==> config.mk <==
export PLATFORM = sky130hd
export DESIGN_NAME = stuffed_frame_receiver_crc16
export DESIGN_NICKNAME = d
export VERILOG_FILES = /design/src/design/sfr_pkg.sv /design/src/design/sfr_front.sv /design/src/design/sfr_queue.sv /design/src/design/sfr_back.sv /design/src/design/stuffed_frame_receiver_crc16.sv
export SDC_FILE = /design/constraint.sdc
export NUM_CORES = 1
export LEC_CHECK = 0
export BUFFER_PORTS_ARGS = -buffer_cell sky130_fd_sc_hd__buf_4
export CAP_MARGIN = 10
export CELL_PAD_IN_SITES_DETAIL_PLACEMENT = 0
export CELL_PAD_IN_SITES_GLOBAL_PLACEMENT = 1
export CORE_MARGIN = 5
export CORE_UTILIZATION = 40
export DETAILED_ROUTE_END_ITERATION = 6
export PLACE_DENSITY = 0.79
export SLEW_MARGIN = 20
export SYNTH_ARGS = -nofsm -noshare
export SYNTH_HDL_FRONTEND = slang
export SYNTH_SLANG_ARGS = --single-unit
==> constraint.sdc <==
create_clock -name clk -period 7.6 [get_ports clk]
set_input_delay 1.52 -clock clk [delete_from_list [all_inputs] [get_ports clk]]
set_output_delay 1.52 -clock clk [all_outputs]
set_load 0.02 [all_outputs]
==> src/design/sfr_pkg.sv <==
// Shared types, register codes, reset values and the CRC step function
// for the stuffed frame receiver. No dependencies.
package sfr_pkg;

  localparam int DEFAULT_BUFFER_DEPTH = 16;
  localparam int QUEUE_DEPTH = 2;
  localparam int CFG_INDEX_W = 3;
  localparam int CFG_DATA_W  = 16;
  localparam int OUT_COUNT_W = 5;

  localparam logic [CFG_INDEX_W-1:0] CFG_START_BYTE     = 3'd0;
  localparam logic [CFG_INDEX_W-1:0] CFG_ESCAPE_BYTE    = 3'd1;
  localparam logic [CFG_INDEX_W-1:0] CFG_CRC_SEED       = 3'd2;
  localparam logic [CFG_INDEX_W-1:0] CFG_CRC_POLY       = 3'd3;
  localparam logic [CFG_INDEX_W-1:0] CFG_CRC_XOROUT     = 3'd4;
  localparam logic [CFG_INDEX_W-1:0] CFG_TIMEOUT_RELOAD = 3'd5;

  localparam logic [7:0]  RST_START_BYTE     = 8'h02;
  localparam logic [7:0]  RST_ESCAPE_BYTE    = 8'h1B;
  localparam logic [15:0] RST_CRC_SEED       = 16'hFFFF;
  localparam logic [15:0] RST_CRC_POLY       = 16'hA001;
  localparam logic [15:0] RST_CRC_XOROUT     = 16'h0000;
  localparam logic [7:0]  RST_TIMEOUT_RELOAD = 8'd25;

  localparam logic [7:0] MIN_FRAME_LEN = 8'd3;

  typedef struct packed {
    logic [7:0]  start_byte;
    logic [7:0]  escape_byte;
    logic [15:0] crc_seed;
    logic [15:0] crc_poly;
    logic [15:0] crc_xorout;
    logic [7:0]  timeout_reload;
  } cfg_t;

  // One classified beat as it travels through the queue.
  typedef struct packed {
    logic       is_tick;
    logic       hit_escape;
    logic       hit_start;
    logic [7:0] data;
  } item_t;

  typedef enum logic [1:0] {
    ST_RUN,
    ST_CMD,
    ST_READ,
    ST_DATA
  } back_state_t;

  // Reflected CRC, LSB first, one byte.
  function automatic logic [15:0] crc_feed(input logic [15:0] crc, input logic [7:0] b,
                                           input logic [15:0] poly);
    logic [15:0] c;
    logic        fb;
    c = crc;
    for (int k = 0; k < 8; k++) begin
      fb = b[k] ^ c[0];
      c  = c >> 1;
      if (fb) begin
        c = c ^ poly;
      end
    end
    return c;
  endfunction

endpackage

==> src/design/sfr_front.sv <==
// Front end: classifies incoming beats against the start and escape codes.
// Depends on sfr_pkg.
module sfr_front (
  input  logic          in_valid,
  input  logic          in_mode,
  input  logic [7:0]    in_rx_byte,
  input  sfr_pkg::cfg_t cfg,
  input  logic          q_full,
  output logic          in_stall,
  output logic          push,
  output sfr_pkg::item_t push_item
);
  import sfr_pkg::*;

  assign in_stall = q_full;
  assign push     = in_valid && !q_full;

  always_comb begin
    push_item.is_tick    = in_mode;
    push_item.data       = in_rx_byte;
    push_item.hit_escape = !in_mode && (in_rx_byte == cfg.escape_byte);
    push_item.hit_start  = !in_mode && (in_rx_byte == cfg.start_byte);
  end

endmodule

==> src/design/sfr_queue.sv <==
// Short FIFO of classified beats between the front and back ends.
// Depends on sfr_pkg.
module sfr_queue (
  input  logic           clk,
  input  logic           rst_n,
  input  logic           push,
  input  sfr_pkg::item_t push_item,
  input  logic           pop,
  output logic           q_full,
  output logic           q_valid,
  output sfr_pkg::item_t q_item
);
  import sfr_pkg::*;

  localparam int PW = (QUEUE_DEPTH > 1) ? $clog2(QUEUE_DEPTH) : 1;
  localparam int NW = $clog2(QUEUE_DEPTH + 1);
  localparam logic [NW-1:0] FULL_COUNT = NW'(QUEUE_DEPTH);
  localparam logic [PW-1:0] LAST_SLOT  = PW'(QUEUE_DEPTH - 1);

  item_t         slot_r [QUEUE_DEPTH];
  logic [PW-1:0] wr_ptr_r, wr_ptr_nxt, rd_ptr_r, rd_ptr_nxt;
  logic [NW-1:0] count_r, count_nxt;

  assign q_full  = (count_r == FULL_COUNT);
  assign q_valid = (count_r != '0);
  assign q_item  = slot_r[rd_ptr_r];

  always_comb begin
    wr_ptr_nxt = wr_ptr_r;
    rd_ptr_nxt = rd_ptr_r;
    count_nxt  = count_r;
    if (push) begin
      wr_ptr_nxt = (wr_ptr_r == LAST_SLOT) ? '0 : wr_ptr_r + 1'b1;
    end
    if (pop) begin
      rd_ptr_nxt = (rd_ptr_r == LAST_SLOT) ? '0 : rd_ptr_r + 1'b1;
    end
    if (push && !pop) begin
      count_nxt = count_r + 1'b1;
    end else if (pop && !push) begin
      count_nxt = count_r - 1'b1;
    end
  end

  always_ff @(posedge clk) begin
    if (!rst_n) begin
      wr_ptr_r <= '0;
      rd_ptr_r <= '0;
      count_r  <= '0;
    end else begin
      wr_ptr_r <= wr_ptr_nxt;
      rd_ptr_r <= rd_ptr_nxt;
      count_r  <= count_nxt;
    end
  end

  always_ff @(posedge clk) begin
    if (push) begin
      slot_r[wr_ptr_r] <= push_item;
    end
  end

endmodule

==> src/design/sfr_back.sv <==
// Back end: frame state machine, CRC check, payload buffer and packet emission.
// Depends on sfr_pkg.
module sfr_back #(
  parameter int BUFFER_DEPTH = sfr_pkg::DEFAULT_BUFFER_DEPTH
) (
  input  logic           clk,
  input  logic           rst_n,
  input  sfr_pkg::cfg_t  cfg,
  input  logic           q_valid,
  input  sfr_pkg::item_t q_item,
  output logic           pop,
  output logic           out_valid,
  input  logic           out_stall,
  output logic [7:0]     out_byte,
  output logic           out_is_command,
  output logic [sfr_pkg::OUT_COUNT_W-1:0] out_payload_count,
  output logic           out_last
);
  import sfr_pkg::*;

  localparam int IW = (BUFFER_DEPTH > 1) ? $clog2(BUFFER_DEPTH) : 1;
  localparam int CW = $clog2(BUFFER_DEPTH + 1);
  localparam logic [7:0] POS_LIMIT = 8'(BUFFER_DEPTH + 2);

  back_state_t   state_r, state_nxt;

  logic          esc_r, esc_nxt;
  logic          in_frame_r, in_frame_nxt;
  logic [15:0]   crc_r, crc_nxt;
  logic [7:0]    len_r, len_nxt;
  logic [7:0]    pos_r, pos_nxt;
  logic [7:0]    tleft_r, tleft_nxt;
  logic [7:0]    cmd_r, cmd_nxt;
  logic [CW-1:0] count_r, count_nxt;
  logic [CW-1:0] idx_r, idx_nxt;

  logic          out_valid_r, out_valid_nxt;
  logic [7:0]    out_byte_r, out_byte_nxt;
  logic          out_cmd_r, out_cmd_nxt;
  logic [OUT_COUNT_W-1:0] out_cnt_r, out_cnt_nxt;
  logic          out_last_r, out_last_nxt;

  logic [7:0]    mem [BUFFER_DEPTH];
  logic [7:0]    rdata_r;
  logic          wr_en;
  logic [7:0]    wr_off;
  logic          rd_en;

  logic          emit_go;
  logic          out_free;
  logic          load;
  logic          cnt_zero;
  logic          idx_last;
  logic [15:0]   crc_x;
  logic [8:0]    pos_inc;
  logic [CW+OUT_COUNT_W-1:0] cnt_wide;

  assign pop      = q_valid && (state_r == ST_RUN);
  assign out_free = !out_valid_r || !out_stall;
  assign cnt_zero = (count_r == '0);
  assign idx_last = ((idx_r + 1'b1) == count_r);
  assign cnt_wide = {{OUT_COUNT_W{1'b0}}, count_r};
  assign wr_off   = pos_r - 8'd2;
  assign crc_x    = crc_r ^ cfg.crc_xorout;
  assign pos_inc  = {1'b0, pos_r} + 9'd1;
  assign rd_en    = (state_r == ST_READ);
  assign load     = out_free && ((state_r == ST_CMD) || (state_r == ST_DATA));

  assign out_valid         = out_valid_r;
  assign out_byte          = out_byte_r;
  assign out_is_command    = out_cmd_r;
  assign out_payload_count = out_cnt_r;
  assign out_last          = out_last_r;

  // next state
  always_comb begin
    state_nxt = state_r;
    case (state_r)
      ST_RUN: begin
        if (emit_go) begin
          state_nxt = ST_CMD;
        end
      end
      ST_CMD: begin
        if (out_free) begin
          state_nxt = cnt_zero ? ST_RUN : ST_READ;
        end
      end
      ST_READ: state_nxt = ST_DATA;
      ST_DATA: begin
        if (out_free) begin
          state_nxt = idx_last ? ST_RUN : ST_READ;
        end
      end
      default: state_nxt = ST_RUN;
    endcase
  end

  // frame datapath and output register loads
  always_comb begin
    esc_nxt      = esc_r;
    in_frame_nxt = in_frame_r;
    crc_nxt      = crc_r;
    len_nxt      = len_r;
    pos_nxt      = pos_r;
    tleft_nxt    = tleft_r;
    cmd_nxt      = cmd_r;
    count_nxt    = count_r;
    idx_nxt      = idx_r;
    wr_en        = 1'b0;
    emit_go      = 1'b0;

    if (pop) begin
      if (q_item.is_tick) begin
        if (tleft_r != '0) begin
          tleft_nxt = tleft_r - 8'd1;
          if (tleft_r == 8'd1) begin
            in_frame_nxt = 1'b0;
            esc_nxt      = 1'b0;
          end
        end
      end else if (!esc_r && q_item.hit_escape) begin
        esc_nxt = 1'b1;
      end else if (!esc_r && q_item.hit_start) begin
        pos_nxt      = '0;
        tleft_nxt    = cfg.timeout_reload;
        in_frame_nxt = 1'b1;
        cmd_nxt      = '0;
        count_nxt    = '0;
        crc_nxt      = crc_feed(cfg.crc_seed, q_item.data, cfg.crc_poly);
      end else if (in_frame_r) begin
        tleft_nxt = cfg.timeout_reload;
        if (pos_r == '0) begin
          len_nxt = q_item.data;
          crc_nxt = crc_feed(crc_r, q_item.data, cfg.crc_poly);
          if (q_item.data < MIN_FRAME_LEN) begin
            in_frame_nxt = 1'b0;
          end
        end else if (pos_r > len_r) begin
          in_frame_nxt = 1'b0;
        end else if (pos_inc == {1'b0, len_r}) begin
          // check high byte after the final xor
          crc_nxt = crc_x;
          if (crc_x[15:8] != q_item.data) begin
            in_frame_nxt = 1'b0;
          end
        end else if (pos_r == len_r) begin
          in_frame_nxt = 1'b0;
          if (crc_r[7:0] == q_item.data) begin
            emit_go   = 1'b1;
            tleft_nxt = '0;
          end
        end else begin
          crc_nxt = crc_feed(crc_r, q_item.data, cfg.crc_poly);
          if (pos_r <= 8'd1) begin
            cmd_nxt = q_item.data;
          end else if (pos_r < POS_LIMIT) begin
            // keep payload while it fits; later bytes are only checked
            wr_en     = 1'b1;
            count_nxt = CW'(pos_r - 8'd1);
          end
        end
        pos_nxt = pos_r + 8'd1;
        esc_nxt = 1'b0;
      end else begin
        esc_nxt = 1'b0;
      end
    end

    if (state_r == ST_CMD) begin
      idx_nxt = '0;
    end else if (state_r == ST_DATA && out_free) begin
      idx_nxt = idx_r + 1'b1;
    end

    out_byte_nxt = out_byte_r;
    out_cmd_nxt  = out_cmd_r;
    out_cnt_nxt  = out_cnt_r;
    out_last_nxt = out_last_r;
    if (load) begin
      out_cnt_nxt = cnt_wide[OUT_COUNT_W-1:0];
      if (state_r == ST_CMD) begin
        out_byte_nxt = cmd_r;
        out_cmd_nxt  = 1'b1;
        out_last_nxt = cnt_zero;
      end else begin
        out_byte_nxt = rdata_r;
        out_cmd_nxt  = 1'b0;
        out_last_nxt = idx_last;
      end
    end

    if (load) begin
      out_valid_nxt = 1'b1;
    end else if (!out_stall) begin
      out_valid_nxt = 1'b0;
    end else begin
      out_valid_nxt = out_valid_r;
    end
  end

  always_ff @(posedge clk) begin
    if (!rst_n) begin
      state_r     <= ST_RUN;
      esc_r       <= 1'b0;
      in_frame_r  <= 1'b0;
      crc_r       <= '0;
      len_r       <= '0;
      pos_r       <= '0;
      tleft_r     <= '0;
      cmd_r       <= '0;
      count_r     <= '0;
      idx_r       <= '0;
      out_valid_r <= 1'b0;
    end else begin
      state_r     <= state_nxt;
      esc_r       <= esc_nxt;
      in_frame_r  <= in_frame_nxt;
      crc_r       <= crc_nxt;
      len_r       <= len_nxt;
      pos_r       <= pos_nxt;
      tleft_r     <= tleft_nxt;
      cmd_r       <= cmd_nxt;
      count_r     <= count_nxt;
      idx_r       <= idx_nxt;
      out_valid_r <= out_valid_nxt;
    end
  end

  always_ff @(posedge clk) begin
    out_byte_r <= out_byte_nxt;
    out_cmd_r  <= out_cmd_nxt;
    out_cnt_r  <= out_cnt_nxt;
    out_last_r <= out_last_nxt;
  end

  // payload buffer: one write port, one registered read port
  always_ff @(posedge clk) begin
    if (wr_en) begin
      mem[wr_off[IW-1:0]] <= q_item.data;
    end
  end

  always_ff @(posedge clk) begin
    if (rd_en) begin
      rdata_r <= mem[idx_r[IW-1:0]];
    end
  end

endmodule

==> src/design/stuffed_frame_receiver_crc16.sv <==
// Top level of the byte-stuffed frame receiver with CRC-16 check.
// Holds the configuration registers; depends on sfr_pkg, sfr_front,
// sfr_queue and sfr_back.

// Each input beat is either a received byte (in_mode = 0) or a timeout tick
// (in_mode = 1). Beats are classified on entry and held in a two-entry queue;
// the back end retires one beat per cycle while no packet is being sent, so
// the block then sustains one beat a cycle; an accepted beat is held in the
// queue register before it updates the back-end state. When the CRC low byte
// of a good frame arrives, the back end sends the command byte and then each
// stored payload byte, each one fetched first by the registered read of the
// payload buffer; out_stall can hold any result. During a run no beats leave
// the queue; once it is full, in_stall rises. Results carry out_is_command on
// the first beat, out_last on the final one, and out_payload_count (stored
// bytes, saturating at BUFFER_DEPTH) on all of them. Frames with a bad length,
// a CRC mismatch or an expired timeout are dropped without any result. The
// payload buffer needs no clearing after reset: only entries written in the
// current frame are read. Write configuration only while the block is idle;
// writes to indexes beyond the timeout register are ignored.
module stuffed_frame_receiver_crc16 #(
  parameter int BUFFER_DEPTH = sfr_pkg::DEFAULT_BUFFER_DEPTH
) (
  input  logic clk,
  input  logic rst_n,

  input  logic       in_valid,
  output logic       in_stall,
  input  logic       in_mode,
  input  logic [7:0] in_rx_byte,

  output logic       out_valid,
  input  logic       out_stall,
  output logic [7:0] out_byte,
  output logic       out_is_command,
  output logic [sfr_pkg::OUT_COUNT_W-1:0] out_payload_count,
  output logic       out_last,

  input  logic                           cfg_we,
  input  logic [sfr_pkg::CFG_INDEX_W-1:0] cfg_index,
  input  logic [sfr_pkg::CFG_DATA_W-1:0]  cfg_wdata
);
  import sfr_pkg::*;

  cfg_t  cfg_r, cfg_nxt;
  logic  q_full;
  logic  push;
  item_t push_item;
  logic  pop;
  logic  q_valid;
  item_t q_item;

  // Register writes: each register takes the low bits of the write data.
  always_comb begin
    cfg_nxt = cfg_r;
    if (cfg_we) begin
      case (cfg_index)
        CFG_START_BYTE:     cfg_nxt.start_byte     = cfg_wdata[7:0];
        CFG_ESCAPE_BYTE:    cfg_nxt.escape_byte    = cfg_wdata[7:0];
        CFG_CRC_SEED:       cfg_nxt.crc_seed       = cfg_wdata;
        CFG_CRC_POLY:       cfg_nxt.crc_poly       = cfg_wdata;
        CFG_CRC_XOROUT:     cfg_nxt.crc_xorout     = cfg_wdata;
        CFG_TIMEOUT_RELOAD: cfg_nxt.timeout_reload = cfg_wdata[7:0];
        default:            cfg_nxt = cfg_r;
      endcase
    end
  end

  always_ff @(posedge clk) begin
    if (!rst_n) begin
      cfg_r.start_byte     <= RST_START_BYTE;
      cfg_r.escape_byte    <= RST_ESCAPE_BYTE;
      cfg_r.crc_seed       <= RST_CRC_SEED;
      cfg_r.crc_poly       <= RST_CRC_POLY;
      cfg_r.crc_xorout     <= RST_CRC_XOROUT;
      cfg_r.timeout_reload <= RST_TIMEOUT_RELOAD;
    end else begin
      cfg_r <= cfg_nxt;
    end
  end

  // Classify each beat and push it while the queue has room.
  sfr_front u_front (
    .in_valid   (in_valid),
    .in_mode    (in_mode),
    .in_rx_byte (in_rx_byte),
    .cfg        (cfg_r),
    .q_full     (q_full),
    .in_stall   (in_stall),
    .push       (push),
    .push_item  (push_item)
  );

  sfr_queue u_queue (
    .clk       (clk),
    .rst_n     (rst_n),
    .push      (push),
    .push_item (push_item),
    .pop       (pop),
    .q_full    (q_full),
    .q_valid   (q_valid),
    .q_item    (q_item)
  );

  // Run the frame logic and send packets through the output register.
  sfr_back #(
    .BUFFER_DEPTH (BUFFER_DEPTH)
  ) u_back (
    .clk               (clk),
    .rst_n             (rst_n),
    .cfg               (cfg_r),
    .q_valid           (q_valid),
    .q_item            (q_item),
    .pop               (pop),
    .out_valid         (out_valid),
    .out_stall         (out_stall),
    .out_byte          (out_byte),
    .out_is_command    (out_is_command),
    .out_payload_count (out_payload_count),
    .out_last          (out_last)
  );

endmodule
==> flow_summary.json, run 1 <==
{
  "grtUsageTotal": 0.199,
  "yosys.area.top_type": "edfxtp_1",
  "hold_end": "cfg_r[1]$_SDFFE_PN0P_",
  "layout_commonest_cell": "nand2_1",
  "yosys-top-cells-area": "edfxtp_1 (27%), dfxtp_1 (15%), xnor2_1 (8.3%), nand2_1 (7.3%), mux4_2 (4.8%)",
  "drc": 0,
  "io_buffers": 49,
  "holdCritStartpoint": "cfg_r[1]$_SDFFE_PN0P_",
  "final_cell_mix": "nand2_1 (370), xnor2_1 (180), edfxtp_1 (173), dfxtp_1 (139), nor2_1 (108)",
  "cts.reportedPaths.clkPinSlew_ns": 0.07,
  "postPlaceCellArea_um2": 19800,
  "cts_max_level": 1,
  "nNetsFinal": 1950,
  "max_freq_mhz": 169,
  "p_per_area_nw_per_um2": 343,
  "postSynthCellCount": 1907,
  "end_kind": "register",
  "syn-num-nets": 1959,
  "cts_hold_buf": 0,
  "cp.required_ns": 8.08,
  "drv_cap": 0,
  "postCtsSetupBuffers": 0,
  "cts_resized": 0,
  "fin_worst_skew_ns": 0.0103,
  "wl_per_cell_um": 20.7,
  "setup_viol": 0,
  "rsz0062_at_grt": "false",
  "antenna_found_initial": 1,
  "critPathMaxStageDelay_ns": 0.87,
  "dpl.hpwl_um": 37000,
  "root_buffer": "clkbuf_16",
  "rows": 79,
  "num-fill-cells": 4407,
  "critPathSlowestCell": "a211oi_2",
  "path_buf_inv": 2,
  "ys.warnings.count": 0,
  "layout_min_cycle_time_ns": 5.93,
  "core_area_um2": 46700,
  "grt_pass1_wl_um": 81000,
  "total_power_mw": 7.17,
  "r2r_cells": 15,
  "crit_chain": "buf_4 -> mux2i_4 -> xnor2_1 -> buf_4 -> nor4_1 -> or3_1 -> nor2_2 -> xnor3_1 -> xnor2_1 -> nor2_1 -> xnor3_1 -> a211oi_2 -> o21ai_0 -> xor3_1 -> o221ai_1",
  "finalCritPeriodShare": 0.780,
  "numCtsBuffers": 31,
  "initial_core_util": 0.406,
  "hold_path_class": "register to register",
  "synth.distinct_cells": 89,
  "drtPass1Iterations": 5,
  "die_area_um2": 51800,
  "crit_family": "XOR/XNOR gates",
  "ys_seq_elements": 313,
  "yosysTopAreaCellShare": 0.275,
  "avgViaCountPerCell": 5.65,
  "drt_wl_total_um": 52400,
  "arrival_ns": 6.41,
  "placed_cells": 2472,
  "gp_congestion": 0.902,
  "cp-start-kind": "register",
  "hold_depth": 2,
  "drive_gt1_frac": 0.116,
  "route.vias.total": 14300,
  "clk_path_buf_depth": 3,
  "r2r_setup_slack_ns": 1.67,
  "diodes": 0,
  "worstReg2RegEnd": "u_back.crc_r[9]$_SDFFE_PN0P_",
  "crit_type": "register to register",
  "synth_edf_count": 173,
  "slew_violations": 0,
  "netlist_area_um2": 18900,
  "dpl_worst_slack_ns": 1.71,
  "timing.setup.tns_ns": 0,
  "p_leak_nw": 7.58,
  "insertion_delay_ns": 0.58,
  "postSynthAreaPerCell_um2": 9.92,
  "detail_route.iter0.violations": 1295,
  "cp_max_fo": 19,
  "die_y_um": 228,
  "finalInstanceArea_um2": 20900,
  "ant_nets": 0,
  "cts_sinks": 313,
  "synth-seq-area-share": 0.423,
  "peakVddDrop_mv": 0.242,
  "grt_pass1_vias": 13600,
  "hold_violations": 0,
  "die_w_um": 228,
  "fin_ws_ns": 1.67,
  "synth_flop_cell": "edfxtp_1",
  "synthToLayoutAreaGrowth_pct": 10.4,
  "async_flop_share": 0,
  "grt_overflow": 0,
  "tightest_slew_ns": 1.06,
  "ios": 50,
  "stdcell_count": 2529,
  "max_slew_margin": 0.287,
  "cts_tree": "yes",
  "status": "completed",
  "grt_start_max_net_pins": 78
}
[logic make-up after synthesis]
family          share of synthesized area
simple gates                        0.175
fa+ha+maj                          0.0126
xor+xnor                            0.162
compound gates                      0.125
flops                               0.423
mux                                0.0686
buf+inv                            0.0337
[cell type report]
cell class / count / area (um^2) / area share
multi-input combinational: 1437 / 10300 / 0.493
clock inverter: 18 / 255 / 0.0122
timing repair buffer: 80 / 601 / 0.0287
clock buffer: 39 / 847 / 0.0405
inverter: 35 / 131 / 0.00629
sequential: 313 / 8000 / 0.383
tap: 607 / 759 / 0.0363
[Yosys cell counts, types with 9 or more instances]
master,n
xnor2_1,180
edfxtp_1,173
o211ai_1,10
o221ai_1,13
nor2b_1,18
and3_1,20
nand4_1,13
mux4_2,40
o211a_1,15
nor2_1,109
buf_1,11
mux2i_1,19
o21ai_0,78
nand2b_1,26
a31oi_1,12
nand2_1,370
xor2_1,53
dfxtp_1,140
inv_1,34
clkbuf_1,98
xnor3_1,33
nor4_1,14
and2_1,21
a21boi_0,54
nor3_1,36
a21boi_1,9
or3_1,13
ha_1,19
a211oi_1,11
mux2_2,11
nand3_1,57
o21a_1,11
a21oi_1,38
[worst min-delay path, stage by stage (launching register included)]
cell	delay (ns)
dfxtp_1	0.31
nand2_1	0.05
a21boi_0	0.06
[sequential cells by signal (all words and copies together), names as in the netlist, named ones only]
register,count
u_back.out_valid,1
u_queue.slot_r,22
u_queue.rd_ptr_r,1
u_back.esc_r,1
u_queue.wr_ptr_r,1
u_back.len_r,8
u_back.in_frame_r,1
u_back.tleft_r,8
u_back.rdata_r,8
u_back.mem,128
u_queue.count_r,2
u_back.idx_r,5
u_back.count_r,5
u_back.out_last,1
u_back.out_is_command,1
u_back.crc_r,16
u_back.pos_r,8
u_back.cmd_r,8
u_back.out_byte,8
u_back.out_payload_count,5
u_back.state_r,2
cfg_r,72
[worst max path at each step]
stage	start	slack, ns	endpoint	cells past startpoint
floorplan	register	3.03	u_back.crc_r[5]$_SDFFE_PN0P_	15
global placement	register	1.83	u_back.crc_r[9]$_SDFFE_PN0P_	15
detailed placement	register	1.71	u_back.crc_r[2]$_SDFFE_PN0P_	15
CTS	register	1.67	u_back.crc_r[11]$_SDFFE_PN0P_	15
global route	cfg_r[24]$_SDFFE_PN1P_	1.34	u_back.crc_r[11]$_SDFFE_PN0P_	13
finish	register	1.67	u_back.crc_r[9]$_SDFFE_PN0P_	15
[power by group]
group          internal (mW)  switching, mW
Clock                  0.994          0.667
Sequential              1.93          0.111
Combinational           1.44           2.03
Total                   4.36           2.81
[per-stage QoR]
stage | hold slack [ns] | util
6_report | 0.470 | 0.448
5_1_grt | 0.497 | 0.448
4_1_cts | 0.476 | 0.448
3_5_place_dp | 0.461 | 0.424
3_3_place_gp | 0.457 | 0.424
2_1_floorplan | 0.440 | -
[routing by layer]
metal | up-vias | wire, um | GRT usage
li1 | 6745 | - | -
met1 | 6967 | 23300 | 0.287
met2 | 483 | 24400 | 0.322
met3 | 83 | 3350 | 0.0251
met4 | 2 | 1260 | 0.0503
met5 | - | 20 | 0
Note: power is estimated with default switching activity, not from simulation.
==> run 2, diff against run 1 <==
--- a/config.mk
+++ b/config.mk
@@ -5,6 +5,7 @@
 export SDC_FILE = /design/constraint.sdc
 export NUM_CORES = 1
 export LEC_CHECK = 0
+export ABC_AREA = 1
 export BUFFER_PORTS_ARGS = -buffer_cell sky130_fd_sc_hd__buf_4
 export CAP_MARGIN = 10
 export CELL_PAD_IN_SITES_DETAIL_PLACEMENT = 0
@@ -12,7 +13,7 @@
 export CORE_MARGIN = 5
 export CORE_UTILIZATION = 40
 export DETAILED_ROUTE_END_ITERATION = 6
-export PLACE_DENSITY = 0.79
+export PLACE_DENSITY = 0.82
 export SLEW_MARGIN = 20
 export SYNTH_ARGS = -nofsm -noshare
 export SYNTH_HDL_FRONTEND = slang
==> constraint.sdc (replaced) <==
create_clock -name clk -period 6.1 [get_ports clk]
set_input_delay 1.22 -clock clk [delete_from_list [all_inputs] [get_ports clk]]
set_output_delay 1.22 -clock clk [all_outputs]
set_load 0.02 [all_outputs]
==> run 2 against run 1 <==
  * Routed wire length rose by 10%
  * Via count rose by 16%
  * Synthesized cell count rose by 27%
  * Final area fell by 1.9%
  * Critical path type unchanged
==> flow_summary.json, run 2 <==
{
  "fin_ws_ns": 0.737,
  "synthToLayoutAreaGrowth_pct": 9.63,
  "rows": 79,
  "synth_simple_gate_area_frac": 0.268,
  "num-fill-cells": 4537,
  "die_y_um": 226,
  "r2r_cells": 27,
  "cp_num_cells": 27,
  "status": "completed",
  "end_kind": "register",
  "yosys-top-cells-area": "edfxtp_1 (28%), dfxtp_1 (15%), nand2_1 (12%), nand3_1 (5.8%), nor2_1 (5.1%)",
  "yosys.area.top_type": "edfxtp_1",
  "p_leak_nw": 8.35,
  "placed_cells": 2991,
  "grt_overflow": 0,
  "hold_path_class": "register to register",
  "max_freq_mhz": 186,
  "synth_edf_count": 173,
  "netlist_area_um2": 18700,
  "ys.warnings.count": 0,
  "numCtsBuffers": 34,
  "die_w_um": 226,
  "layout_min_cycle_time_ns": 5.36,
  "drc": 0,
  "grt_pass1_wl_um": 89700,
  "yosysTopAreaCellShare": 0.278,
  "cpMostUsedCell": "nand2_2",
  "antenna_found_initial": 0,
  "total_power_mw": 10.8,
  "yosys-top-cells-count": "nand2_1 (618), nor2_1 (253), nand3_1 (218)",
  "wl_per_cell_um": 19.0,
  "synth_flop_cell": "edfxtp_1",
  "nNetsFinal": 2472,
  "cts_max_level": 2,
  "syn-num-nets": 2476,
  "crit_type": "register to register",
  "avgViaCountPerCell": 5.43,
  "die_area_um2": 51200,
  "pwr-share-clk": 0.181,
  "cp-start-kind": "register",
  "cp_max_fo": 31,
  "gp_congestion": 0.926,
  "combPwrFrac": 0.577,
  "synth_top_family_by_area": "simple AND/OR/NAND/NOR gates",
  "drtPass1Iterations": 6,
  "p_switching_mw": 5.33,
  "synth-compound-area-share": 0.111,
  "setup_viol": 0,
  "clk_path_buf_depth": 3,
  "layout_commonest_cell": "nand2_1",
  "final_cell_mix": "nand2_1 (618), nor2_1 (250), nand3_1 (218), inv_1 (210), o21ai_0 (175)",
  "max_slew_margin": 0.262,
  "rsz0062_at_grt": "false",
  "root_buffer": "clkbuf_16",
  "cts_sinks": 313,
  "diodes": 0,
  "ios": 50,
  "grt_start_max_net_pins": 108,
  "power.share.sequential": 0.242,
  "route.vias.total": 16600,
  "swShare": 0.495,
  "arrival_ns": 5.78,
  "endpoint": "u_back.crc_r[5]$_SDFFE_PN0P_",
  "hold_slack_ns": 0.433,
  "async_flop_share": 0,
  "dpl_worst_slack_ns": 0.489,
  "finalCritPeriodShare": 0.879,
  "critPathSlowestCell": "dfxtp_2",
  "drt_wl_total_um": 57800,
  "ant_nets": 0,
  "postSynthCellCount": 2424,
  "critPathMaxStageDelay_ns": 0.57,
  "grtUsageTotal": 0.223,
  "dpl.hpwl_um": 40300,
  "synth.distinct_cells": 55,
  "grt_pass1_vias": 15600,
  "path_buf_inv": 1,
  "initial_core_util": 0.403,
  "cts.reportedPaths.clkPinSlew_ns": 0.06,
  "yosysMostFrequentCell": "nand2_1",
  "fin_worst_skew_ns": 0.0175,
  "synthAdderAreaFrac": 0.0127,
  "peakVddDrop_mv": 0.332,
  "timing.setup.tns_ns": 0,
  "p_int_mw": 5.44,
  "synth_xor_area_frac": 0.0893,
  "cp.required_ns": 6.51,
  "stdcell_count": 3050,
  "io_buffers": 49,
  "core_area_um2": 46400,
  "synthMuxAreaShare": 0.0134,
  "drv_cap": 0,
  "worstReg2RegEnd": "u_back.crc_r[5]$_SDFFE_PN0P_",
  "p_per_area_nw_per_um2": 526,
  "detail_route.iter0.violations": 1586,
  "hold_violations": 0,
  "cts_hold_buf": 0,
  "r2r_setup_slack_ns": 0.74,
  "synth-seq-area-share": 0.428,
  "insertion_delay_ns": 0.53,
  "postSynthAreaPerCell_um2": 7.71,
  "holdCritStartpoint": "u_back.count_r[2]$_SDFFE_PN0P_",
  "drive_gt1_frac": 0.0868,
  "cts_tree": "yes",
  "ys_seq_elements": 313,
  "largest_reg_flops": 128,
  "slew_violations": 0,
  "crit_family": "simple AND/OR/NAND/NOR gates",
  "tightest_slew_ns": 1.11
}
## run 2: repair_timing
action / CTS / global route
hold endpoints to repair: 0 / 0
resized for setup: 0 / 1
setup buffers: 0 / 0
setup endpoints to repair: 0 / 15
## run 2: stage by stage
stage                     utilization  instance area (um^2)
final                           0.442                 20500
after global routing            0.442                 20500
after CTS                       0.442                 20500
after detailed placement        0.420                 19500
after global placement          0.420                 19500
after floorplan                     -                 18700
## run 2: cells by family after synthesis
group / after synthesis
simple gates: 1177
compound gates: 356
fa+ha+maj: 19
mux: 25
flops: 313
buf+inv: 346
xor+xnor: 188
## run 2: worst min-delay path by stage
stage | to | slack (ns) | cells after the start
2_1_floorplan | u_back.out_payload_count[2]$_DFFE_PP_ | 0.41 | 0
3_3_place_gp | u_back.out_payload_count[2]$_DFFE_PP_ | 0.41 | 0
3_5_place_dp | u_back.out_payload_count[2]$_DFFE_PP_ | 0.42 | 0
4_1_cts | u_back.out_payload_count[3]$_DFFE_PP_ | 0.43 | 0
5_1_grt | u_back.out_payload_count[3]$_DFFE_PP_ | 0.44 | 0
6_report | u_back.out_payload_count[2]$_DFFE_PP_ | 0.43 | 0
## run 2: metal layers
| metal | routed length (um) | GRT usage | vias to the layer above |
|---|---|---|---|
| li1 | - | - | 7958 |
| met1 | 24500 | 0.298 | 7833 |
| met2 | 27100 | 0.374 | 645 |
| met3 | 4000 | 0.0296 | 132 |
| met4 | 2250 | 0.0737 | 0 |
| met5 | 0 | 0 | - |
## run 2: power by group through the flow
stage	clock network (mW)	registers, mW	logic [mW]
floorplan	0	2.57	5.03
global placement	0	2.64	6.05
detailed placement	0	2.64	6.13
CTS	1.97	2.60	6.16
global route	2.06	2.61	6.89
finish	1.95	2.61	6.22
## run 2: cell type report
type / instances / area (um^2) / share of cell area
sequential: 313 / 8010 / 0.391
multi-input combinational: 1765 / 9240 / 0.451
clock buffer: 46 / 947 / 0.0462
tap: 607 / 759 / 0.0371
inverter: 226 / 853 / 0.0416
clock inverter: 13 / 83.8 / 0.00409
timing repair buffer: 80 / 601 / 0.0293
